--- src/rtl/core/tqld_pkg.sv ---
package tqld_pkg;

  localparam int QUEUE_DEPTH_DEF = 32;
  localparam int RUNTIME_W       = 16;
  localparam int ID_W            = 8;
  localparam int LOAD_W          = 21;
  localparam int ENTRY_W         = ID_W + RUNTIME_W;

  localparam logic [ID_W-1:0]   FIRST_ID = ID_W'(1);
  localparam logic [LOAD_W-1:0] LOAD_MAX = {LOAD_W{1'b1}};

  typedef enum logic {
    OP_PUSH  = 1'b0,
    OP_DRAIN = 1'b1
  } opcode_t;

  typedef enum logic {
    ST_EMITTED = 1'b0,
    ST_REFUSED = 1'b1
  } status_t;

endpackage

--- src/rtl/core/two_queue_least_load_dispatch_top.sv ---
// Two-queue least-load job dispatcher. A push beat is taken and busy stays low,
// so pushes may follow each other in every cycle; a push that finds its chosen
// queue full answers in the next cycle with a single refusal result (status 1,
// last 1, job_id 0). A drain beat raises busy, which stays high while the drain
// emits one job id per cycle for the queued jobs; the strobe of each result is
// registered behind the emit state, so the last result appears in the cycle in
// which busy is first low. The emission rate is set by the single read port of
// each queue memory, which returns one head entry per cycle. A drain of two
// empty queues gives no result and leaves busy low.
// Results are shown for one cycle under strobe and the receiver cannot hold
// them off; it must take every result as it comes.
module two_queue_least_load_dispatch_top #(
  parameter int QUEUE_DEPTH = tqld_pkg::QUEUE_DEPTH_DEF
) (
  input  logic                           clk,
  input  logic                           rst,
  input  logic                           start,
  output logic                           busy,
  input  logic                           opcode,
  input  logic [tqld_pkg::RUNTIME_W-1:0] job_runtime,
  output logic                           strobe,
  output logic [tqld_pkg::ID_W-1:0]      job_id,
  output logic                           status,
  output logic                           last
);

  localparam int PTR_W = $clog2(QUEUE_DEPTH);
  localparam logic [PTR_W-1:0] LAST_PTR = PTR_W'(QUEUE_DEPTH - 1);
  localparam int RT_W  = tqld_pkg::RUNTIME_W;
  localparam int ID_W  = tqld_pkg::ID_W;
  localparam int LD_W  = tqld_pkg::LOAD_W;
  localparam int ENT_W = tqld_pkg::ENTRY_W;

  typedef enum logic {
    S_IDLE,
    S_EMIT
  } state_t;

  state_t state;

  logic [PTR_W-1:0] head_a, tail_a, head_b, tail_b;
  logic [PTR_W-1:0] head_a_next, head_b_next;
  logic [LD_W-1:0]  load_a, load_b;
  logic [ID_W-1:0]  next_id;

  logic [ENT_W-1:0] mem_a [QUEUE_DEPTH];
  logic [ENT_W-1:0] mem_b [QUEUE_DEPTH];
  logic [ENT_W-1:0] rdata_a, rdata_b;

  logic             accept, to_a, push_full, push_ok, we_a, we_b;
  logic             empty_a, empty_b, take_a, drain_end;
  logic [PTR_W-1:0] tail_sel, head_sel;
  logic [LD_W-1:0]  load_sel_next;

  function automatic logic [PTR_W-1:0] ptr_next(input logic [PTR_W-1:0] p);
    ptr_next = (p == LAST_PTR) ? '0 : p + PTR_W'(1);
  endfunction

  function automatic logic [LD_W-1:0] load_add(input logic [LD_W-1:0] ld,
                                               input logic [RT_W-1:0] rt);
    logic [LD_W:0] sum;
    sum = {1'b0, ld} + (LD_W + 1)'(rt);
    load_add = sum[LD_W] ? tqld_pkg::LOAD_MAX : sum[LD_W-1:0];
  endfunction

  assign accept    = start && !busy;
  assign to_a      = (load_a <= load_b);
  assign tail_sel  = to_a ? tail_a : tail_b;
  assign head_sel  = to_a ? head_a : head_b;
  assign push_full = (ptr_next(tail_sel) == head_sel);
  assign push_ok   = accept && (opcode == tqld_pkg::OP_PUSH) && !push_full;
  assign we_a      = push_ok && to_a;
  assign we_b      = push_ok && !to_a;
  assign load_sel_next = load_add(to_a ? load_a : load_b, job_runtime);

  assign empty_a = (head_a == tail_a);
  assign empty_b = (head_b == tail_b);
  // A wins ties; once one queue runs dry the other simply empties in order.
  assign take_a  = !empty_a && (empty_b || (rdata_a[RT_W-1:0] <= rdata_b[RT_W-1:0]));

  always_comb begin
    head_a_next = head_a;
    head_b_next = head_b;
    if (state == S_EMIT) begin
      if (take_a) begin
        head_a_next = ptr_next(head_a);
      end else begin
        head_b_next = ptr_next(head_b);
      end
    end
  end

  assign drain_end = (head_a_next == tail_a) && (head_b_next == tail_b);

  // No push is taken during a drain, so the heads read here never race a write.
  always_ff @(posedge clk) begin
    if (we_a) begin
      mem_a[tail_a] <= {next_id, job_runtime};
    end
    if (we_b) begin
      mem_b[tail_b] <= {next_id, job_runtime};
    end
  end

  always_ff @(posedge clk) begin
    rdata_a <= mem_a[head_a_next];
    rdata_b <= mem_b[head_b_next];
  end

  always_ff @(posedge clk) begin
    if (rst) begin
      state   <= S_IDLE;
      busy    <= 1'b0;
      strobe  <= 1'b0;
      head_a  <= '0;
      tail_a  <= '0;
      head_b  <= '0;
      tail_b  <= '0;
      load_a  <= '0;
      load_b  <= '0;
      next_id <= tqld_pkg::FIRST_ID;
    end else begin
      strobe <= 1'b0;
      unique case (state)
        S_IDLE: begin
          if (accept) begin
            if (opcode == tqld_pkg::OP_PUSH) begin
              if (push_full) begin
                strobe <= 1'b1;
                status <= tqld_pkg::ST_REFUSED;
                last   <= 1'b1;
                job_id <= '0;
              end else begin
                if (to_a) begin
                  tail_a <= ptr_next(tail_a);
                  load_a <= load_sel_next;
                end else begin
                  tail_b <= ptr_next(tail_b);
                  load_b <= load_sel_next;
                end
                next_id <= next_id + ID_W'(1);
              end
            end else begin
              load_a  <= '0;
              load_b  <= '0;
              next_id <= tqld_pkg::FIRST_ID;
              if (!(empty_a && empty_b)) begin
                state <= S_EMIT;
                busy  <= 1'b1;
              end
            end
          end
        end
        S_EMIT: begin
          strobe <= 1'b1;
          status <= tqld_pkg::ST_EMITTED;
          last   <= drain_end;
          job_id <= take_a ? rdata_a[ENT_W-1:RT_W] : rdata_b[ENT_W-1:RT_W];
          head_a <= head_a_next;
          head_b <= head_b_next;
          if (drain_end) begin
            state <= S_IDLE;
            busy  <= 1'b0;
          end
        end
        default: begin
          state <= S_IDLE;
          busy  <= 1'b0;
        end
      endcase
    end
  end

  a_refusal_shape: assert property (@(posedge clk) disable iff (rst)
    strobe && (status == tqld_pkg::ST_REFUSED) |-> last && (job_id == '0))
    else $error("refusal result with wrong id or last flag");

  a_no_write_in_drain: assert property (@(posedge clk) disable iff (rst)
    (we_a || we_b) |-> !busy)
    else $error("queue write during drain");

  a_drain_has_work: assert property (@(posedge clk) disable iff (rst)
    busy |-> !(empty_a && empty_b))
    else $error("drain running with both queues empty");

  a_emit_follows_busy: assert property (@(posedge clk) disable iff (rst)
    strobe && (status == tqld_pkg::ST_EMITTED) |-> $past(busy))
    else $error("job id emitted outside a drain");

  a_last_ends_drain: assert property (@(posedge clk) disable iff (rst)
    strobe && (status == tqld_pkg::ST_EMITTED) && last |-> !busy && empty_a && empty_b)
    else $error("last result while jobs remain queued");

endmodule
--- config.mk ---
export PLATFORM = sky130hd
export DESIGN_NAME = two_queue_least_load_dispatch_top
export DESIGN_NICKNAME = d
export VERILOG_FILES = /design/src/rtl/core/tqld_pkg.sv /design/src/rtl/core/two_queue_least_load_dispatch_top.sv
export SDC_FILE = /design/constraint.sdc
export NUM_CORES = 2
export LEC_CHECK = 0
export BUFFER_PORTS_ARGS = -buffer_cell sky130_fd_sc_hd__buf_2
export CAP_MARGIN = 0
export CORE_MARGIN = 10
export CORE_UTILIZATION = 35
export CTS_CLUSTER_SIZE = 30
export DETAILED_ROUTE_END_ITERATION = 6
export PLACE_DENSITY_LB_ADDON = 0.2
export SLEW_MARGIN = 5
export SYNTH_ARGS = -nofsm -noshare
export SYNTH_HDL_FRONTEND = slang
export SYNTH_SLANG_ARGS = --single-unit
--- constraint.sdc ---
create_clock -name clk -period 6.5 [get_ports clk]
set_input_delay 0.975 -clock clk [delete_from_list [all_inputs] [get_ports clk]]
set_output_delay 0.975 -clock clk [all_outputs]
set_load 0.05 [all_outputs]
Yosys cells after proc, flatten, opt, wreduce, memory -nomap -nowiden
Memories as Yosys holds them, arrays and structs flattened. A register that Yosys moved wholly into a read port is not among the register bits.
Index checks and enable logic that the tools add are counted.
- bits in registers: 83
- bits in writable memories: 1536
- bits of input ports: 20
- output and inout port bits: 12
- word-level logic and storage cells: 117
- memories: 2
- add/subtract/negate cells: 7
- magnitude comparators: 2
- equality and inequality tests: 18
- muxes and demuxes: 49
- bitwise logic cells: 5
- reduce and logical (&&, ||, !) cells: 21
- memory list (name ; words ; bits a word ; read ports ; clocked after memory_dff ; wr ports ; line ; source):
    mem_a ; 32 ; 24 ; 1 ; 1 ; 1 ; two_queue_least_load_dispatch_top.sv:46 ; logic [ENT_W-1:0] mem_a [QUEUE_DEPTH];
    mem_b ; 32 ; 24 ; 1 ; 1 ; 1 ; two_queue_least_load_dispatch_top.sv:47 ; logic [ENT_W-1:0] mem_b [QUEUE_DEPTH];
- operators with widths (cell ; count):
    2-to-1 mux 21 bit ; 8
    2-to-1 mux 5 bit ; 11
    2-to-1 mux 8 bit ; 6
    adder 5 x 1 -> 5 bit (second input constant) ; 5
    == test 5 bit ; 5
    == test 5 bit (second input constant) ; 5
    adder 21 x 16 -> 22 bit ; 1
    <= comparator 21 bit ; 1
    2-to-1 mux 1 bit ; 18
    <= comparator 16 bit ; 1
    case mux 8 bit (2 select lines) ; 1
    AND reduction 4 bit ; 4
    inequality test 2 bit (second input constant) ; 7
    case mux 1 bit (2 select lines) ; 5
    AND reduction 5 bit ; 2
    adder 8 x 1 -> 8 bit (second input constant) ; 1
    logical AND 1 bit ; 8
    NOT 1 bit ; 5
    zero test 1 bit ; 4
    AND reduction 3 bit ; 1
    inequality test 2 x 1 -> 1 bit (second input constant) ; 1
    nonzero test 2 bit ; 1
    logical OR 1 bit ; 1

Longest topological paths before layout
- depth after elaboration: 10
- mapped depth: 26

Least setup slack after synthesis
Ideal clock, no wire load.
- path kind: reg2reg
- start point: register load_b[17]
- end point: memory mem_a[23][0] in the netlist's numbering (enable)
- arrival: 5.538 ns
- slack: 0.557 ns
- stages on the path, launching flop included: 20
- path buffers: 3
- path through: dfxtp_1 > inv_1 > ha_1 > nand4_1 > or3_1 > nor4_2 > a21o_1 > buf_1 > buf_1 > mux2_2 > ha_1 > inv_1 > o21ai_0 > nor2_1 > nor2_1 > nor2_1 > o21ai_0 > clkbuf_1 > o211ai_1 > nor2_1
- word-level cells in the longest chain between the ends: 10
- elaborated cells on any way between the ends: 12
- those cells by class: 1 x add/sub; 1 x order compare; 2 x eq/ne; 5 x mux; 3 x reduce/logical
- ends and longest elaborated chain (what ; line ; source):
    start, declared ; two_queue_least_load_dispatch_top.sv:43 ; logic [LD_W-1:0] load_a, load_b;
    start signal, assigned ; two_queue_least_load_dispatch_top.sv:139 ; load_b <= load_sel_next;
    <= comparator 21 bit (*) ; two_queue_least_load_dispatch_top.sv:67 ; assign to_a = (load_a <= load_b);
    2-to-1 mux 5 bit ; two_queue_least_load_dispatch_top.sv:68 ; assign tail_sel = to_a ? tail_a : tail_b;
    adder 5 x 1 -> 5 bit / == test 5 bit (equally long branches) ; two_queue_least_load_dispatch_top.sv:56 ; ptr_next = (p == LAST_PTR) ? '0 : p + PTR_W'(1);
    2-to-1 mux 5 bit ; two_queue_least_load_dispatch_top.sv:56 ;
    == test 5 bit ; two_queue_least_load_dispatch_top.sv:70 ; assign push_full = (ptr_next(tail_sel) == head_sel);
    zero test 1 bit ; two_queue_least_load_dispatch_top.sv:71 ; assign push_ok = accept && (opcode == tqld_pkg::OP_PUSH) && !push_full;
    logical AND 1 bit ; two_queue_least_load_dispatch_top.sv:71 ;
    logical AND 1 bit (*) ; two_queue_least_load_dispatch_top.sv:72 ; assign we_a = push_ok && to_a;
    2-to-1 mux 1 bit (*) ; two_queue_least_load_dispatch_top.sv:97 ; if (we_a) begin
    2-to-1 mux 1 bit (not written as such) (*) ; two_queue_least_load_dispatch_top.sv:98 ; mem_a[tail_a] <= {next_id, job_runtime};
    end, declared ; two_queue_least_load_dispatch_top.sv:46 ;
Every way passes the cells marked *; elsewhere a longest branch is shown, timed or not.

Worst setup path after layout
- start point: register load_b[17]
- end point: register load_a[6]
- word-level cells in the longest chain between the ends: 7
- elaborated cells on any way between the ends: 16
- those cells by class: 2 x add/sub; 1 x order compare; 3 x eq/ne; 8 x mux; 2 x reduce/logical
- ends and longest elaborated chain (what ; line ; source):
    <= comparator 21 bit ; two_queue_least_load_dispatch_top.sv:67 ;
    2-to-1 mux 21 bit / 2-to-1 mux 5 bit (equally long branches) ; two_queue_least_load_dispatch_top.sv:74, two_queue_least_load_dispatch_top.sv:68 ;
    adder 21 x 16 -> 22 bit, or another cell as far along ; two_queue_least_load_dispatch_top.sv:62 ; sum = {1'b0, ld} + (LD_W + 1)'(rt);
    2-to-1 mux 21 bit / 2-to-1 mux 5 bit (equally long branches) ; two_queue_least_load_dispatch_top.sv:63, two_queue_least_load_dispatch_top.sv:56 ;
    2-to-1 mux 21 bit / == test 5 bit (equally long branches) ; two_queue_least_load_dispatch_top.sv:134, two_queue_least_load_dispatch_top.sv:70 ;
    2-to-1 mux 21 bit / inequality test 2 bit (equally long branches) ; - ;
    2-to-1 mux 21 bit / AND reduction 4 bit (equally long branches) ; - ;
    end signal, assigned ; two_queue_least_load_dispatch_top.sv:136 ; load_a <= load_sel_next;
    end, declared ; two_queue_least_load_dispatch_top.sv:43 ;
Parallel ways exist; a longest one is shown, timed or not. The select of a mux whose other input is x is not followed.
A chain may end at the register's enable or synchronous reset.

==> metrics.csv <==
stage,metric,value,unit
clocking,clockBufferDepth,3,
worst_setup_path,worst-path-buf-inv,2,
worst_setup_path,arrival,6.71,ns
logic_synthesis,ys_top_cells_by_area,"edfxtp_1 69%, mux2i_1 8.2%, dfxtp_1 3.6%",
cells_and_area,layout.cells.non_filler,7077,
placed_design,dp_cells,6742,
timing,hold_ws,0.4585,ns
timing,finalSetupViolations,0,
placed_design,io_buffers,31,
worst_setup_path,cp_slowest_cell,nor3_2,
logic_synthesis,syn-instance-count,4231,
power,power.density,338.5,mW/mm2
timing,rsz0062_at_grt,false,
global_routing,grt_use_total,18.26,%
power,power_frac_clock,37.6,%
timing,tightest_slew,1.199,ns
global_routing,grt_pass1_vias,37310,
logic_synthesis,ys_ff_latch,1667,
drt,drcViolationCount,0,
power,vdd_drop_max,0.3151,mV
cells_and_area,area_growth,14.72,%
global_routing,grt-ovfl-total,0,
drt,via_per_inst,5.391,
power,seqPwrFrac,47.3,%
logic_synthesis,synth-edff-count,1546,
worst_setup_path,cp-start-kind,flip-flop,
global_routing,antenna_found_initial,18,
drt,dr_total_vias,38150,
die,rows,161,
drt,wirelength,197400,um
worst_setup_path,critical_path.max_stage_delay,0.92,ns
logic_synthesis,synth_most_common_cell,edfxtp_1,
timing,finalCritPeriodShare,92.15,%
power,p_sw,7.129,mW
global_routing,grt_max_degree,71,
die,core,0.1924,mm2
worst_hold_path,min_path_type,flip-flop to flip-flop,
power,p_leak,28.65,nW
worst_setup_path,cp_common_cell,o21ai_0,
clocking,numClockSinks,1667,
power,p_int,19.12,mW
logic_synthesis,yosys_most_used_dff,edfxtp_1,
worst_setup_path,path_cells,inv_1 > ha_1 > nand4_1 > or3_1 > nor2_1 > o21ai_0 > a21oi_2 > buf_4 > mux2_2 > ha_1 > a21o_1 > a21o_1 > a2111oi_1 > o21ai_0 > a21boi_0 > o21ai_0 > o31ai_1 > nor3_2 > o21ai_0 > a21oi_1,
worst_setup_path,critPathKind,flip-flop to flip-flop,
drt,wire_per_inst,27.89,um
worst_setup_path,path_max_fanout,18,
power,combPwrFrac,15.2,%
placed_design,detailed_place_hpwl,121500,um
timing,max_slew_margin,19.39,%
clocking,holdBufCountCts,0,
timing,setup-tns-final,0,ns
die,die_area,0.2112,mm2
cells_and_area,drive_gt1_share,15.53,%
drt,drt_iter0_markers,4031,
worst_setup_path,cp-end-kind,flip-flop,
clocking,cts_made_buffers,177,
cells_and_area,final_core_util,40.32,%
timing,worst_clock_skew,0.03034,ns
clocking,clk_root_buffer_cell,clkbuf_16,
global_routing,grt_pass1_wl,280600,um
timing,fmax,0.1670,GHz
cells_and_area,nets,4487,
placed_design,gp_congestion,0.8678,
logic_synthesis,ys_top_cells_by_count,"1546 x edfxtp_1, 553 x mux2i_1, 386 x nand2_1",
timing,fin_crit,5.990,ns
timing,slew_violations,0,
die,die-width,459.5,um
power,swShare,27.16,%
logic_synthesis,synth.distinct_cells,76,
clocking,insertion_delay,0.81,ns
logic_synthesis,synth_top_area_share,68.66,%
clocking,path_clk_slew,0.06,ns
logic_synthesis,netlist_area,0.06761,mm2
drt,ant_nets,0,
logic_synthesis,synth_nets,4322,
power,power,26.25,mW
timing,finalHoldViolCount,0,
logic_synthesis,async_flop_share,0,%
logic_synthesis,ys_warn_count,0,
clocking,cts_tree,done,
flow_run,maxCapViolCount,0,
logic_synthesis,avgSynthCellArea,15.98,um2
status,status,"complete, no violations",
die,start_util,35.15,%
worst_setup_path,critPathTopFamily,compound AO/OA/AOI/OAI gates,
drt,first_pass_iters,5,
clocking,cts_htree_levels,4,
logic_synthesis,yosysTopAreaCell,edfxtp_1,
die,design.portCount,32,
logic_synthesis,seq_area_frac_synth,72.25,%
worst_setup_path,worstPathRequired,7.22,ns
die,die_h,459.5,um
-- power by group through the flow --
stage	logic, mW	clock network, mW	registers (mW)
5_1_grt	4.22	10.5	12.4
3_5_place_dp	3.99	0	12.6
6_report	3.98	9.86	12.4
4_1_cts	4.01	10.1	12.4
3_3_place_gp	3.99	0	12.6
2_1_floorplan	2.07	0	12.6
-- worst min-delay path, cell delays in order, from the launching register on --
cell	delay, ns
dfxtp_1	0.31
nand2_1	0.05
a21oi_1	0.05
-- kinds of logic (layout without fill, tap and decap cells) --
family          count (synthesis)  count (layout)  share of synthesized area (%)
compound gates                579             579                          6.151
simple gates                  881             882                          6.148
xor+xnor                       41              41                         0.5311
fa+ha+maj                      71              71                          1.325
buf+inv                       300             613                          1.899
other cells                     0               6                              0
flops                        1667            1667                          72.25
mux                           692             692                          11.70
-- flip-flops by register name (all words and copies together) (netlist names) --
signal / cells
strobe: 1
next_id: 8
job_id: 8
state: 1
load_b: 21
head_b: 5
last: 1
mem_a: 768
busy: 1
load_a: 21
status: 1
tail_b: 5
mem_b: 768
rdata_b: 24
rdata_a: 24
tail_a: 5
head_a: 5
-- cells in the final DEF (no fill, tap or decap), types with 50 or more instances in the layout --
master and instances:
buf_4 195, a311oi_1 72, nor2_1 67, nand3_1 135, mux4_2 72, inv_1 53, clkbuf_1 55, mux2i_1 550
nor2_2 63, nand2_1 386, a21oi_1 55, ha_1 70, a211oi_1 50, a31oi_1 51, mux2_2 66, dfxtp_1 113
nor3b_1 74, edfxtp_1 1546, o21ai_0 84, clkbuf_16 180
-- layer usage --
layer | routed length (um) | GRT usage [%] | vias to the layer above
met3 | 10940 | 2.962 | 252
met5 | 23 | 0 | -
li1 | - | - | 17060
met2 | 95590 | 30.43 | 1152
met1 | 85320 | 24.62 | 19680
met4 | 5498 | 5.185 | 4
-- area by class of cell --
class | count | area [um2]
antenna | 6 | 15.01
clock buffer | 249 | 4903
clock inverter | 79 | 691.9
fill | 17550 | 114800
inverter | 53 | 198.9
multi-input combinational | 2265 | 17820
sequential | 1667 | 48860
tap | 2526 | 3161
timing repair buffer | 232 | 1919
-- per-stage QoR --
step                instance area, um2  setup slack (ns)
global placement                 71940            0.6820
global route                     77550           0.03004
detailed placement               71940            0.4729
floorplan                        67610            0.5572
finish                           77560            0.5104
CTS                              77540            0.4416
-- final timing paths --
check / from / endpoint / slack [ns] / cells after the start
max: load_b[17] / load_a[6] / 0.51 / 20
min: load_a[0] / load_a[0] / 0.46 / 2
max reg2reg: load_b[17] / load_a[6] / 0.51 / 20
min reg2reg: load_a[0] / load_a[0] / 0.46 / 2
-- repair_timing --
action	CTS	global route
resized for setup	0	1
setup buffers	0	0
endpoints found under the setup margin	0	5
Power figures use the tool's default switching activity.
